--- src/rtl/pqadc_pkg.sv ---
// ----------------------------------------------------------------------------
// pqadc_pkg
// Shared types, constants and codes of the PQ ADC range filter.
// ----------------------------------------------------------------------------
package pqadc_pkg;

  localparam int unsigned SUBQ_DEFAULT = 16;
  localparam int unsigned CENTROIDS    = 256;
  localparam int unsigned CODE_BITS    = 8;
  localparam int unsigned GROUP_SIZE   = 8;

  localparam int unsigned OP_W     = 2;
  localparam int unsigned TIDX_W   = 12;
  localparam int unsigned VAL_W    = 32;
  localparam int unsigned CODES_W  = GROUP_SIZE * CODE_BITS;
  localparam int unsigned ID_W     = 63;
  localparam int unsigned ERR_W    = 32;
  localparam int unsigned DIST_W   = 40;
  localparam int unsigned CONF_W   = 17;
  localparam int unsigned KEY_W    = 31;
  localparam int unsigned POS_W    = 32;
  localparam int unsigned PADDR_W  = 5;
  localparam int unsigned PDATA_W  = 32;

  // group sum of eight 32-bit terms
  localparam int unsigned GSUM_W   = VAL_W + 3;
  // err * conf >> 16
  localparam int unsigned PROD_W   = ERR_W + CONF_W;
  localparam int unsigned PEN_W    = PROD_W - 16;
  // root of (distance << 16), distance below 2^39
  localparam int unsigned RAD_W    = DIST_W + 16;
  localparam int unsigned ROOT_W   = RAD_W / 2;
  localparam int unsigned REM_W    = ROOT_W + 3;

  localparam logic [CONF_W-1:0] CONF_MAX = CONF_W'(65536);

  typedef enum logic [OP_W-1:0] {
    OP_LOAD  = 2'd0,
    OP_CODE  = 2'd1,
    OP_BEGIN = 2'd2,
    OP_NONE  = 2'd3
  } op_e;

  typedef enum logic [2:0] {
    REG_METRIC = 3'd0,
    REG_CONF   = 3'd1,
    REG_BASE   = 3'd2,
    REG_RADIUS = 3'd3,
    REG_RROOT  = 3'd4,
    REG_KEY    = 3'd5,
    REG_PAIRS  = 3'd6,
    REG_SPARE  = 3'd7
  } reg_e;

  typedef enum logic [2:0] {
    ST_IDLE,
    ST_READ,
    ST_ADD,
    ST_ACC,
    ST_SQRT,
    ST_FIN
  } state_e;

  typedef struct packed {
    logic                     metric_ip;
    logic [CONF_W-1:0]        confidence;
    logic signed [VAL_W-1:0]  base_distance;
    logic signed [VAL_W-1:0]  radius;
    logic [VAL_W-1:0]         radius_root;
    logic [KEY_W-1:0]         list_key;
    logic                     pairs_en;
  } cfg_t;

  typedef struct packed {
    logic in_ready;
    logic rd_en;
    logic sqrt_start;
    logic out_load;
  } ctrl_t;

endpackage

--- src/rtl/pqadc_regs.sv ---
// ----------------------------------------------------------------------------
// pqadc_regs
// APB register file holding the filter configuration.
// ----------------------------------------------------------------------------
module pqadc_regs import pqadc_pkg::*; (
  input  logic               clk_i,
  input  logic               rst_ni,
  input  logic               psel,
  input  logic               penable,
  input  logic               pwrite,
  input  logic [PADDR_W-1:0] paddr,
  input  logic [PDATA_W-1:0] pwdata,
  output logic [PDATA_W-1:0] prdata,
  output logic               pready,
  output cfg_t               cfg_o
);

  cfg_t cfg_q, cfg_d;
  reg_e sel;
  logic wr;

  assign sel    = reg_e'(paddr[4:2]);
  assign wr     = psel && penable && pwrite;
  assign pready = 1'b1;

  always_comb begin
    cfg_d = cfg_q;
    if (wr) begin
      unique case (sel)
        REG_METRIC: cfg_d.metric_ip     = pwdata[0];
        REG_CONF:   cfg_d.confidence    = pwdata[CONF_W-1:0];
        REG_BASE:   cfg_d.base_distance = pwdata;
        REG_RADIUS: cfg_d.radius        = pwdata;
        REG_RROOT:  cfg_d.radius_root   = pwdata;
        REG_KEY:    cfg_d.list_key      = pwdata[KEY_W-1:0];
        REG_PAIRS:  cfg_d.pairs_en      = pwdata[0];
        default:    ;
      endcase
    end
  end

  always_comb begin
    unique case (sel)
      REG_METRIC: prdata = {31'b0, cfg_q.metric_ip};
      REG_CONF:   prdata = {15'b0, cfg_q.confidence};
      REG_BASE:   prdata = cfg_q.base_distance;
      REG_RADIUS: prdata = cfg_q.radius;
      REG_RROOT:  prdata = cfg_q.radius_root;
      REG_KEY:    prdata = {1'b0, cfg_q.list_key};
      REG_PAIRS:  prdata = {31'b0, cfg_q.pairs_en};
      default:    prdata = '0;
    endcase
  end

  always_ff @(posedge clk_i or negedge rst_ni) begin
    if (!rst_ni) begin
      cfg_q <= '0;
    end else begin
      cfg_q <= cfg_d;
    end
  end

  assign cfg_o = cfg_q;

endmodule

--- config.mk ---
export PLATFORM = sky130hd
export DESIGN_NAME = pqadc_regs
export DESIGN_NICKNAME = d
export VERILOG_FILES = /design/src/rtl/pqadc_pkg.sv /design/src/rtl/pqadc_regs.sv
export SDC_FILE = /design/constraint.sdc
export NUM_CORES = 1
export LEC_CHECK = 0
export ABC_CLOCK_PERIOD_IN_PS = 3720
export BUFFER_PORTS_ARGS = -buffer_cell sky130_fd_sc_hd__clkbuf_2
export CAP_MARGIN = 20
export CORE_AREA = 2 2 114 116
export CTS_BUF_LIST = sky130_fd_sc_hd__clkbuf_16
export DETAILED_ROUTE_END_ITERATION = 10
export DIE_AREA = 0 0 116 118
export GPL_TIMING_DRIVEN = 0
export HOLD_SLACK_MARGIN = 0.12
export PLACE_DENSITY = 0.94
export SLEW_MARGIN = 20
export SYNTH_ARGS = -nofsm -noshare
export SYNTH_HDL_FRONTEND = slang
export SYNTH_SLANG_ARGS = --single-unit
--- constraint.sdc ---
create_clock -name clk_i -period 3.72 [get_ports clk_i]
set_input_delay 0.93 -clock clk_i [delete_from_list [all_inputs] [get_ports clk_i]]
set_output_delay 0.93 -clock clk_i [all_outputs]
set_load 0.1 [all_outputs]
# Word level (Yosys, flattened, before mapping)
# Cells that the tools add are included.
# word_totals
ff_bits,146
in_bits,42
wordCells,24
# classes
eq_ne,6
mux,1
reduce_logical,10
# op_table
operator,count
one-hot mux 32 bit (7 select lines),1
AND reduction 2 bit,7
equality test 3 bit (second input constant),3
equality test 3 x 2 -> 1 bit (second input constant),2
equality test 3 x 1 -> 1 bit (second input constant),1
logical NOT 3 bit,1
logical AND 1 bit,2

# Logic depth before layout (Yosys ltp)
# depth
ltp_word,3
mapped_depth,6

# Worst setup path before layout
# OpenSTA, ideal clock, no wires.
# synth_timing
path_kind,input-to-output
startpoint,input port paddr[2]
endpoint,output port prdata[31]
arrival_ns,3.649
path_slack_ns,-0.859
stages,4
n_path_buf,2
path_cell_list,buf_4 > clkbuf_1 > mux2i_1 > o21ai_0
# synth_between
elab_chain_len,2
word_cells_on_any_way,8
cone_classes,eq/ne: 6; mux: 1; reduce/logical: 1
# synth_rtl
item,line,source
"start, declared",pqadc_regs.sv:11,"input logic [PADDR_W-1:0] paddr,"
equality test 3 bit (tied with other cells),pqadc_regs.sv:43,unique case (sel)
one-hot mux 32 bit (7 select lines) (*),pqadc_regs.sv:43,
"end, declared",pqadc_regs.sv:13,"output logic [PDATA_W-1:0] prdata,"
# Mark *: on every way between the ends. The rest lies on a longest branch, timed or not.

# Worst setup path after layout
# layout_timing
startpoint,input port paddr[4]
endpoint,output port prdata[2]
# Same word-level chain as after synthesis.

==> qor.csv <==
metric,value,unit
Crit path required time,2.79,ns
post-synthesis xor/xnor area fraction,0,%
Post-synth top cells,"dfrtp_1 (146), mux2_2 (138), a221oi_1 (20)",
sequential power share,29.0,%
number of synthesized flops with an enable pin,0,
Worst IR Drop VDD,0.652,mV
"FF+latch count, synth",146,
grt met1 use,37.1,%
share of the synthesized area in the top cell type,55.6,%
Critical-path top delay cell,buf_1,
DR WL/cell,22.6,um
fin area,8700,sq um
Worst Setup Start Kind,input pin,
DRC viols,0,
"Hold Violations, Final",0,
"Slew Viols, Final",0,
row count,41,
total power,0.00749,W
Ys Warns,0,
"Seq/Total Area, Yosys",55.6,%
post-synth cell types,35,
critical path's largest stage delay,0.48,ns
Clock Tree Root,clkbuf_16,
ant diodes,0,
CP Max Fanout,10,
H-tree levels,4,
full die area,13700,sq um
Hold WC Path Type,input pin to asynchronous set/reset pin,
Worst setup EP type,output port,
Die Wd,116,um
syn avg cell area,14.3,sq um
multiplexer share of the synthesized area,29.1,%
leakage,4.27,nW
TritonCTS Buffers,17,
Synth Area in Compound Gates,8.93,%
M3 GR Usage,8.24,%
Synth Area in Adders,0,%
fmax,0.278,GHz
met2 global-route usage,47.8,%
CP cell instances,clkbuf_2 -> buf_2 -> nand2b_1 -> buf_1 -> o2bb2ai_1 -> a221o_1 -> clkbuf_2,
clock buffer depth,2,
vias,5152,
layout cells sized above 1,63.5,%
FF+latch area,3650,sq um
GRT Max-Usage Layer,met2,
Max Cap Viol,0,
core area,12400,sq um
grt total ovfl,0,
Pwr Density,860,nW/um^2
"Cell Area, Synth",6570,sq um
Pint,0.00346,W
gr usage total,29.8,%
Layout Nets,738,
Syn Inst Count,461,
DR vias/cell,5.85,
area of the multi-input gates,2870,sq um
ys async rst share,100,%
DRT Pass-1 Iters,6,
number of setup buffers added after CTS,0,
Bufs and invs on worst path,4,
fin crit share,96.6,%
cts hold-fix bufs,0,
Largest register FFs,146,
Clock Power Share,22.0,%
"count leader, synth",dfrtp_1,
Placed Area,8070,sq um
Clock Latency Late Sink,0.42,ns
signal arrival time at the worst endpoint,2.67,ns
Worst path top cell family by delay,buffers and inverters,
status,"finished, final reports clean",
worst-margin pin slew,0.754,ns
Comb power frac,48.9,%
"non-filler cells, final",881,
largest family of logic cells by synthesized area,multiplexers,
Initial Util,53.0,%
vias in the first global route,5407,
antenna-violating nets left,0,
# IOs,221,
Max-slew headroom,49.7,%
fin util,70.1,%
Setup TNS Final,0,ns
area grow syn2layout,32.4,%
crit path time final,3.60,ns
Critical Path Most Common Cell,clkbuf_2,
first-pass GRT wire length,30.6,mm
RSZ-0062 raised after global routing,no,
syn nets,503,
initial antenna violation count,0,
Synth area leader,dfrtp_1,
Sink Count,146,
Setup CP Type,input pin to output port,
post-synthesis simple-gate area fraction,2.91,%
die height,118,um
largest net degree at the start of global routing,76,
top_reg_cell synth,dfrtp_1,
clock slew at reported path FFs,0.06,ns
Net Sw Frac,53.8,%
final setup violating endpoints,0,
# fillers,859,
drt first-iter violations,259,
detailed placement HPWL,13.8,mm
RR Startpoint,cfg_o[70]$_DFFE_PN0P_,
placed insts,849,
final WL,19.9,mm
CP Launch Point,paddr[4],
Fin Clk Skew,0,ns
gpl congestion,0.804,
Port Buffers,215,
Net Sw Power,0.00403,W
cts repair resizes,13,
largest cells by area after synthesis,"dfrtp_1 (56%), mux2_2 (24%), a221oi_1 (2.7%), mux2_4 (2.3%), mux2i_1 (2.3%)",
CTS tree,yes,
stage by stage:
stage | setup slack, ns | hold WS, ns
4_1_cts | 0.0145 | 0.530
5_1_grt | 0.00350 | 0.542
3_5_place_dp | -0.282 | 0.517
6_report | 0.125 | 0.517
2_1_floorplan | -0.109 | 0.634
3_3_place_gp | -0.503 | 0.494
cells in the final DEF, fill, tap and decap left out, types with 2 or more instances in the layout:
| cell | instances |
|---|---|
| a221o_1 | 9 |
| clkinv_1 | 2 |
| a21oi_2 | 13 |
| buf_2 | 9 |
| inv_1 | 3 |
| clkbuf_1 | 4 |
| mux2_1 | 5 |
| mux2_4 | 10 |
| mux2_2 | 138 |
| a221oi_1 | 20 |
| nor2b_1 | 2 |
| clkinv_4 | 2 |
| nor2_4 | 3 |
| buf_1 | 2 |
| nor2_1 | 2 |
| clkbuf_2 | 205 |
| a22oi_1 | 13 |
| clkbuf_16 | 17 |
| nand2_1 | 16 |
| mux2i_1 | 15 |
| dfrtp_1 | 146 |
| bufinv_16 | 2 |
| clkbuf_4 | 17 |
| a31oi_4 | 7 |
| o2bb2ai_1 | 9 |
| buf_4 | 5 |
| buf_6 | 8 |
| clkinvlp_4 | 5 |
| nand2b_1 | 3 |
final cells by class:
cell class / instances / share of cell area [%]
well taps: 172 / 2.47
plain buffers: 36 / 2.70
inverters: 1 / 0.0431
clock inverters: 15 / 1.65
multi-input cells: 278 / 33.0
flip-flops and latches: 146 / 42.0
clock buffers: 17 / 4.89
repair buffers: 216 / 13.3
per-layer routing:
metal	part of all wire [%]	vias to the layer above
met5	0	-
met4	2.9	0
met3	8.0	47
met2	50	268
met1	39	2628
li1	-	2209
logic make-up after synthesis:
logic type / count (synthesis)
DFF: 146
and+or+nand+nor: 33
buffers and inverters: 37
muxes: 168
other: 1
AOI/OAI and AO/OA: 76
power by group through the flow:
stage	sequential (W)	combinational [W]	clock, W
3_3_place_gp	0.00215	0.00361	0
3_5_place_dp	0.00219	0.00365	0
6_report	0.00218	0.00367	0.00165
5_1_grt	0.00221	0.00375	0.00175
2_1_floorplan	0.00441	0.000816	0
4_1_cts	0.00217	0.00367	0.00166
final timing paths:
path	end	slack, ns	cells past startpoint
max	prdata[2]	0.12	7
min	cfg_o[64]$_DFFE_PN0P_	0.52	1
max reg2reg	cfg_o[70]$_DFFE_PN0P_	2.89	1
min reg2reg	cfg_o[124]$_DFFE_PN0P_	0.53	1
max in group asynchronous	cfg_o[110]$_DFFE_PN0P_	2.45	2
min in group clk_i	cfg_o[124]$_DFFE_PN0P_	0.53	1
Note: power is estimated with default switching activity, not from simulation.
