===== src/rtl/pqadc_pkg.sv =====
// ----------------------------------------------------------------------------
// pqadc_pkg
// Shared types, constants and codes of the PQ ADC range filter.
// ----------------------------------------------------------------------------
package pqadc_pkg;

  localparam int unsigned SUBQ_DEFAULT = 16;
  localparam int unsigned CENTROIDS    = 256;
  localparam int unsigned CODE_BITS    = 8;
  localparam int unsigned GROUP_SIZE   = 8;

  localparam int unsigned OP_W     = 2;
  localparam int unsigned TIDX_W   = 12;
  localparam int unsigned VAL_W    = 32;
  localparam int unsigned CODES_W  = GROUP_SIZE * CODE_BITS;
  localparam int unsigned ID_W     = 63;
  localparam int unsigned ERR_W    = 32;
  localparam int unsigned DIST_W   = 40;
  localparam int unsigned CONF_W   = 17;
  localparam int unsigned KEY_W    = 31;
  localparam int unsigned POS_W    = 32;
  localparam int unsigned PADDR_W  = 5;
  localparam int unsigned PDATA_W  = 32;

  // group sum of eight 32-bit terms
  localparam int unsigned GSUM_W   = VAL_W + 3;
  // err * conf >> 16
  localparam int unsigned PROD_W   = ERR_W + CONF_W;
  localparam int unsigned PEN_W    = PROD_W - 16;
  // root of (distance << 16), distance below 2^39
  localparam int unsigned RAD_W    = DIST_W + 16;
  localparam int unsigned ROOT_W   = RAD_W / 2;
  localparam int unsigned REM_W    = ROOT_W + 3;

  localparam logic [CONF_W-1:0] CONF_MAX = CONF_W'(65536);

  typedef enum logic [OP_W-1:0] {
    OP_LOAD  = 2'd0,
    OP_CODE  = 2'd1,
    OP_BEGIN = 2'd2,
    OP_NONE  = 2'd3
  } op_e;

  typedef enum logic [2:0] {
    REG_METRIC = 3'd0,
    REG_CONF   = 3'd1,
    REG_BASE   = 3'd2,
    REG_RADIUS = 3'd3,
    REG_RROOT  = 3'd4,
    REG_KEY    = 3'd5,
    REG_PAIRS  = 3'd6,
    REG_SPARE  = 3'd7
  } reg_e;

  typedef enum logic [2:0] {
    ST_IDLE,
    ST_READ,
    ST_ADD,
    ST_ACC,
    ST_SQRT,
    ST_FIN
  } state_e;

  typedef struct packed {
    logic                     metric_ip;
    logic [CONF_W-1:0]        confidence;
    logic signed [VAL_W-1:0]  base_distance;
    logic signed [VAL_W-1:0]  radius;
    logic [VAL_W-1:0]         radius_root;
    logic [KEY_W-1:0]         list_key;
    logic                     pairs_en;
  } cfg_t;

  typedef struct packed {
    logic in_ready;
    logic rd_en;
    logic sqrt_start;
    logic out_load;
  } ctrl_t;

endpackage


===== src/rtl/pqadc_sqrt.sv =====
// ----------------------------------------------------------------------------
// pqadc_sqrt
// Iterative integer square root, one result bit per cycle.
// ----------------------------------------------------------------------------
module pqadc_sqrt import pqadc_pkg::*; (
  input  logic              clk_i,
  input  logic              rst_ni,
  input  logic              start_i,
  input  logic [RAD_W-1:0]  radicand_i,
  output logic              busy_o,
  output logic [ROOT_W-1:0] root_o
);

  localparam int unsigned CW = $clog2(ROOT_W + 1);

  logic              busy_q;
  logic [CW-1:0]     cnt_q;
  logic [RAD_W-1:0]  x_q;
  logic [REM_W-1:0]  rem_q;
  logic [ROOT_W-1:0] root_q;
  logic [REM_W-1:0]  rem_sh, trial;

  assign rem_sh = {rem_q[REM_W-3:0], x_q[RAD_W-1 -: 2]};
  assign trial  = REM_W'({root_q, 2'b01});

  always_ff @(posedge clk_i or negedge rst_ni) begin
    if (!rst_ni) begin
      busy_q <= 1'b0;
      cnt_q  <= '0;
    end else if (start_i) begin
      busy_q <= 1'b1;
      cnt_q  <= CW'(ROOT_W);
    end else if (busy_q) begin
      cnt_q  <= cnt_q - 1'b1;
      busy_q <= (cnt_q != CW'(1));
    end
  end

  always_ff @(posedge clk_i) begin
    if (start_i) begin
      x_q    <= radicand_i;
      rem_q  <= '0;
      root_q <= '0;
    end else if (busy_q) begin
      x_q <= {x_q[RAD_W-3:0], 2'b00};
      if (rem_sh >= trial) begin
        rem_q  <= rem_sh - trial;
        root_q <= {root_q[ROOT_W-2:0], 1'b1};
      end else begin
        rem_q  <= rem_sh;
        root_q <= {root_q[ROOT_W-2:0], 1'b0};
      end
    end
  end

  assign busy_o = busy_q;
  assign root_o = root_q;

endmodule

===== config.mk =====
export PLATFORM = sky130hd
export DESIGN_NAME = pqadc_sqrt
export DESIGN_NICKNAME = d
export VERILOG_FILES = /design/src/rtl/pqadc_pkg.sv /design/src/rtl/pqadc_sqrt.sv
export SDC_FILE = /design/constraint.sdc
export NUM_CORES = 1
export LEC_CHECK = 0
export BUFFER_PORTS_ARGS = -buffer_cell sky130_fd_sc_hd__buf_2
export CAP_MARGIN = 20
export CORE_UTILIZATION = 55
export DETAILED_ROUTE_END_ITERATION = 10
export PLACE_DENSITY = 0.77
export RECOVER_POWER = 25
export SETUP_SLACK_MARGIN = 0.5
export SYNTH_ARGS = -nofsm -noshare
export SYNTH_HDL_FRONTEND = slang
export SYNTH_SLANG_ARGS = --single-unit

===== constraint.sdc =====
create_clock -name clk_i -period 4.2 [get_ports clk_i]
set_input_delay 0.21 -clock clk_i [delete_from_list [all_inputs] [get_ports clk_i]]
set_output_delay 0.21 -clock clk_i [all_outputs]
set_load 0.01 [all_outputs]

Yosys cells after proc, flatten, opt, wreduce, memory -nomap -nowiden
Cells that the tools add are included.
Word-level totals
  flip-flop bits (word level): 119
  input port bits: 59
  output and inout port bits: 29
  word-level logic and storage cells: 18
Operators by class
  add/subtract/negate cells: 2
  order comparisons: 1
  equality and inequality tests: 1
  multiplexer cells: 8
  reduce and logical (&&, ||, !) cells: 1
Operators with widths (number)
  $mux 56: 2
  $ge 31x30->1: 1
  $mux 29: 1
  $sub 29x29->29: 1
  $mux 5: 2
  $ne 5x1->1 const B: 1
  $sub 5x1->5 const B: 1
  $mux 1: 3
  $reduce_bool 2->1: 1

Depth between registers and ports, before layout
  word-level depth: 3
  mapped depth: 13

Least setup slack after synthesis
OpenSTA, ideal clock, no wires.
  kind: register to register
  from: register root_q[6] (netlist: root_o[6])
  to: register rem_q[20]
  library setup time: 0.088 ns
  data arrival time: 2.703 ns
  data required time: 4.112 ns
  path slack: 1.409 ns
  stages on the path, launching flop included: 11
  period minus slack after synthesis: 2.791 ns
  path through: dfxtp_1 inv_1 ha_1 o211ai_2 or3_4 a2111oi_4 o21ba_4 o21ai_4 and2_4 or3b_1 a311oi_2
On the way
  longest elaborated chain between the ends: 2
  elaborated cells between the ends (all ways): 3
  those cells by class: add/sub: 1; order compare: 1; mux: 1
RTL lines
  start, declared: RTL line pqadc_sqrt.sv:20  | logic [ROOT_W-1:0] root_q;
  start signal, assigned: RTL line pqadc_sqrt.sv:48  | root_q <= {root_q[ROOT_W-2:0], 1'b1};
  start signal, assigned: RTL line pqadc_sqrt.sv:51  | root_q <= {root_q[ROOT_W-2:0], 1'b0};
  $sub 29x29->29 / $ge 31x30->1 (equally long branches): RTL line pqadc_sqrt.sv:47, pqadc_sqrt.sv:46
  $mux 29 *: RTL line pqadc_sqrt.sv:46  | if (rem_sh >= trial) begin
  end signal, assigned: RTL line pqadc_sqrt.sv:47  | rem_q <= rem_sh - trial;
  end signal, assigned: RTL line pqadc_sqrt.sv:50  | rem_q <= rem_sh;
  end, declared: RTL line pqadc_sqrt.sv:19  | logic [REM_W-1:0] rem_q;
Mark *: on every way between the ends. The rest lies on a longest branch, timed or not.
A chain may end at the register's enable or synchronous reset.

Worst setup path in the final report
  from: register root_q[22] (netlist: root_o[22])
  to: register rem_q[12]
On the way
  longest elaborated chain between the ends: 2
RTL lines (RTL line)
  $ge 31x30->1: pqadc_sqrt.sv:46
  $mux 29: pqadc_sqrt.sv:46
No other way between the ends.

==> impl_metrics.csv <==
group,metric,value,unit
run_status,status,"finished, violations left",
run_status,failed_checks,"DRC, capacitance limit, slew limit",
finish,drive_gt1_frac,0.217,
clock_tree,cts-htree-levels,4,
drt,drc,3,
synth,synth_area_leader_cell,"edfxtp_1",
floorplan,dieArea,0.0124,mm²
clock_tree,cts_buffers,17,
synth,synth_commonest_cells,"nor2_1 (67), dfxtp_1 (57), nand2_1 (57)",
floorplan,floorplan.rows,39,
worst_setup_path,reg2reg_depth,10,
placement,hpwl,9.54,mm
worst_setup_path,critPathCapture,"rem_q[12]",
synth,post-synth-top-count-cell,"nor2_1",
timing,period_share,0.806,
synth,synth_area,0.00659,mm²
drt,vias,5146,
clock_tree,clk_latency,0.42,ns
job,maxCapViolations,2,
synth,ys_ff_latch,119,
synth,synth.avg_cell_area,10.2,µm²
pwr,ir_drop,0.420,mV
finish,final-instance-count-excl-fill,879,
floorplan,die_x,111,µm
finish,diodes,0,
worst_setup_path,cpLargestDelayFamily,"compound AO/OA/AOI/OAI gates",
grt,grtUsageTotal,0.242,
worst_setup_path,path_depth,10,
worst_setup_path,path_buf_inv,1,
timing,layout_setup_ws,0.813,ns
grt,grt-ovfl-total,0,
timing,maxSlewHeadroom,-0.153,
timing,setup_violations,0,
worst_setup_path,critPathArrivalTime,3.59,ns
worst_setup_path,crit_slowest_cell,"nand2_1",
worst_setup_path,cp_max_fo,20,
synth,async_flop_share,0.0504,
drt,ant_nets,0,
clock_tree,clock_sinks,119,
drt,wl_per_cell,16.2,µm
timing,hold_slack,0.0772,ns
finish,nNetsFinal,814,
pwr,p_leak,3.29,nW
clock_tree,holdBufCountCts,1,
placement,gp_congestion,0.918,
worst_setup_path,worstSetupStartpointType,"register",
clock_tree,cts.path.max_buffers,2,
floorplan,core,0.0116,mm²
worst_setup_path,cp.required,4.40,ns
grt,grt_pass1_wl,24.0,mm
drt,finalWirelength,14.2,mm
clock_tree,clk_pin_slew,0.05,ns
timing,period_needed,3.39,ns
synth,synthCells,646,
worst_setup_path,r2r_setup_slack,0.81,ns
floorplan,initial_core_util,0.570,
placement,portBuffers,87,
drt,drt-initial-drc-count,474,
synth,syn_nets,737,
grt,grt_pass1_vias,5006,
placement,place_ws,0.863,ns
timing,worstMarginPinSlew,1.73,ns
grt,antenna_found_initial,0,
timing,fmax,295,MHz
clock_tree,cts_root_buf,"clkbuf_16",
floorplan,pin_count,88,
clock_tree,postCtsSetupRepairBufs,0,
placement,placed_cells,845,
drt,viasPerCell,5.85,
finish,fillers,889,
synth,synth_edf_count,56,
worst_setup_path,cp-end-kind,"register",
hold_path,hold_class,"in -> reg",
floorplan,die_y,111,µm
worst_setup_path,slowest_delay,0.67,ns
synth,ys_types,66,
clock_tree,cts_tree,"yes",
worst_setup_path,rr_startpoint,"root_o[22]",
finish,area_delta_synth_final,16.5,%
timing,rsz0062_at_grt,"no",
worst_setup_path,path_class,"reg -> reg",
worst_setup_path,crit_start,"root_o[22]",
worst_setup_path,crit_chain,"inv_1 > ha_1 > a21oi_1 > o22ai_1 > nor2_1 > a21oi_1 > a2111oi_2 > nand2_1 > nand2_1 > a311oi_1",
timing,fin_setup_tns,0,ns
clock_tree,cts_resized,0,
synth,ys_seq_area_frac,0.451,
worst_setup_path,rr_endpoint,"rem_q[12]",
timing,skew,0.0102,ns
timing,hold_violations,0,
synth,post-synth-top-area-fraction,0.255,
timing,slew_violations,155,
pwr,p_per_area,701,mW/mm²
grt,grt_max_degree,83,
synth,ys.flop_type,"dfxtp_1",
synth,yosysWarnings,0,
drt,dr.pass1.iters,8,
synth,synthTopCellsByArea,"edfxtp_1 (26%), dfxtp_1 (17%), mux2_2 (9.4%), ha_1 (6.1%), mux2i_1 (5.0%)",
sequential cells by signal, indices dropped and copies added (netlist names):
signal,cells
busy_o,1
cnt_q,5
rem_q,29
root_o,28
x_q,56
worst register-to-register path, stage by stage (launching register included):
cell	delay (ns)
dfxtp_1	0.38
inv_1	0.06
ha_1	0.40
a21oi_1	0.34
o22ai_1	0.11
nor2_1	0.10
a21oi_1	0.08
a2111oi_2	0.61
nand2_1	0.67
nand2_1	0.30
a311oi_1	0.12
stage by stage:
stage	utilization	power (W)	instance area (µm²)
detailed placement	0.613	0.00384	7080
CTS	0.666	0.00536	7700
finish	0.663	0.00538	7670
global route	0.663	0.00568	7670
floorplan	-	0.00339	6590
global placement	0.613	0.00380	7080
per-layer routing:
layer | share of wire | wire (µm) | global-route usage | vias up
li1 | - | - | - | 2496
met4 | 0.020 | 278 | 0.107 | 0
met2 | 0.48 | 6800 | 0.394 | 179
met1 | 0.43 | 6160 | 0.298 | 2443
met5 | 0 | 0 | 0 | -
met3 | 0.068 | 972 | 0.0713 | 28
where the power goes:
part | total, W | switching [W] | internal [W]
Sequential | 0.00152 | 0.000118 | 0.00140
Clock | 0.00148 | 0.000549 | 0.000936
Combinational | 0.00238 | 0.00137 | 0.00101
area by class of cell:
| class | count | area [µm²] | share of cell area |
|---|---|---|---|
| multi-input combinational | 453 | 3320 | 0.433 |
| sequential | 119 | 2970 | 0.388 |
| timing repair buffer | 91 | 438 | 0.0571 |
| clock buffer | 18 | 429 | 0.0559 |
| tap | 143 | 179 | 0.0233 |
| clock inverter | 14 | 174 | 0.0227 |
| inverter | 41 | 154 | 0.0201 |
layout by cell type (no fill, tap or decap), drive strengths merged, types with 9 or more instances in the layout:
master   n
mux2i   33
clkbuf  50
inv     44
nand3   11
xnor2   13
o21ai   25
a311oi  18
nor3     9
nor2    67
nand2   57
a21oi   32
xor2    11
a21o    15
mux2    55
buf     58
ha      32
edfxtp  56
dfxtp   57
worst min-delay path by stage:
stage,endpoint,cells past startpoint,startpoint,slack [ns]
floorplan,busy_o,0,rst_ni,-0.09
global placement,cnt_q[1],1,rst_ni,0.04
detailed placement,cnt_q[0],1,rst_ni,0.04
CTS,x_q[1],2,radicand_i[1],0.07
global route,x_q[1],2,radicand_i[1],0.07
finish,x_q[1],2,radicand_i[1],0.08
kinds of logic after synthesis:
family / synth area share
adder cells (fa/ha/maj): 0.0608
AO/OA/AOI/OAI: 0.146
flip-flops: 0.451
multiplexers: 0.144
buffers and inverters: 0.0441
AND/OR/NAND/NOR: 0.121
XOR/XNOR: 0.0319
Power figures use the tool's default switching activity.
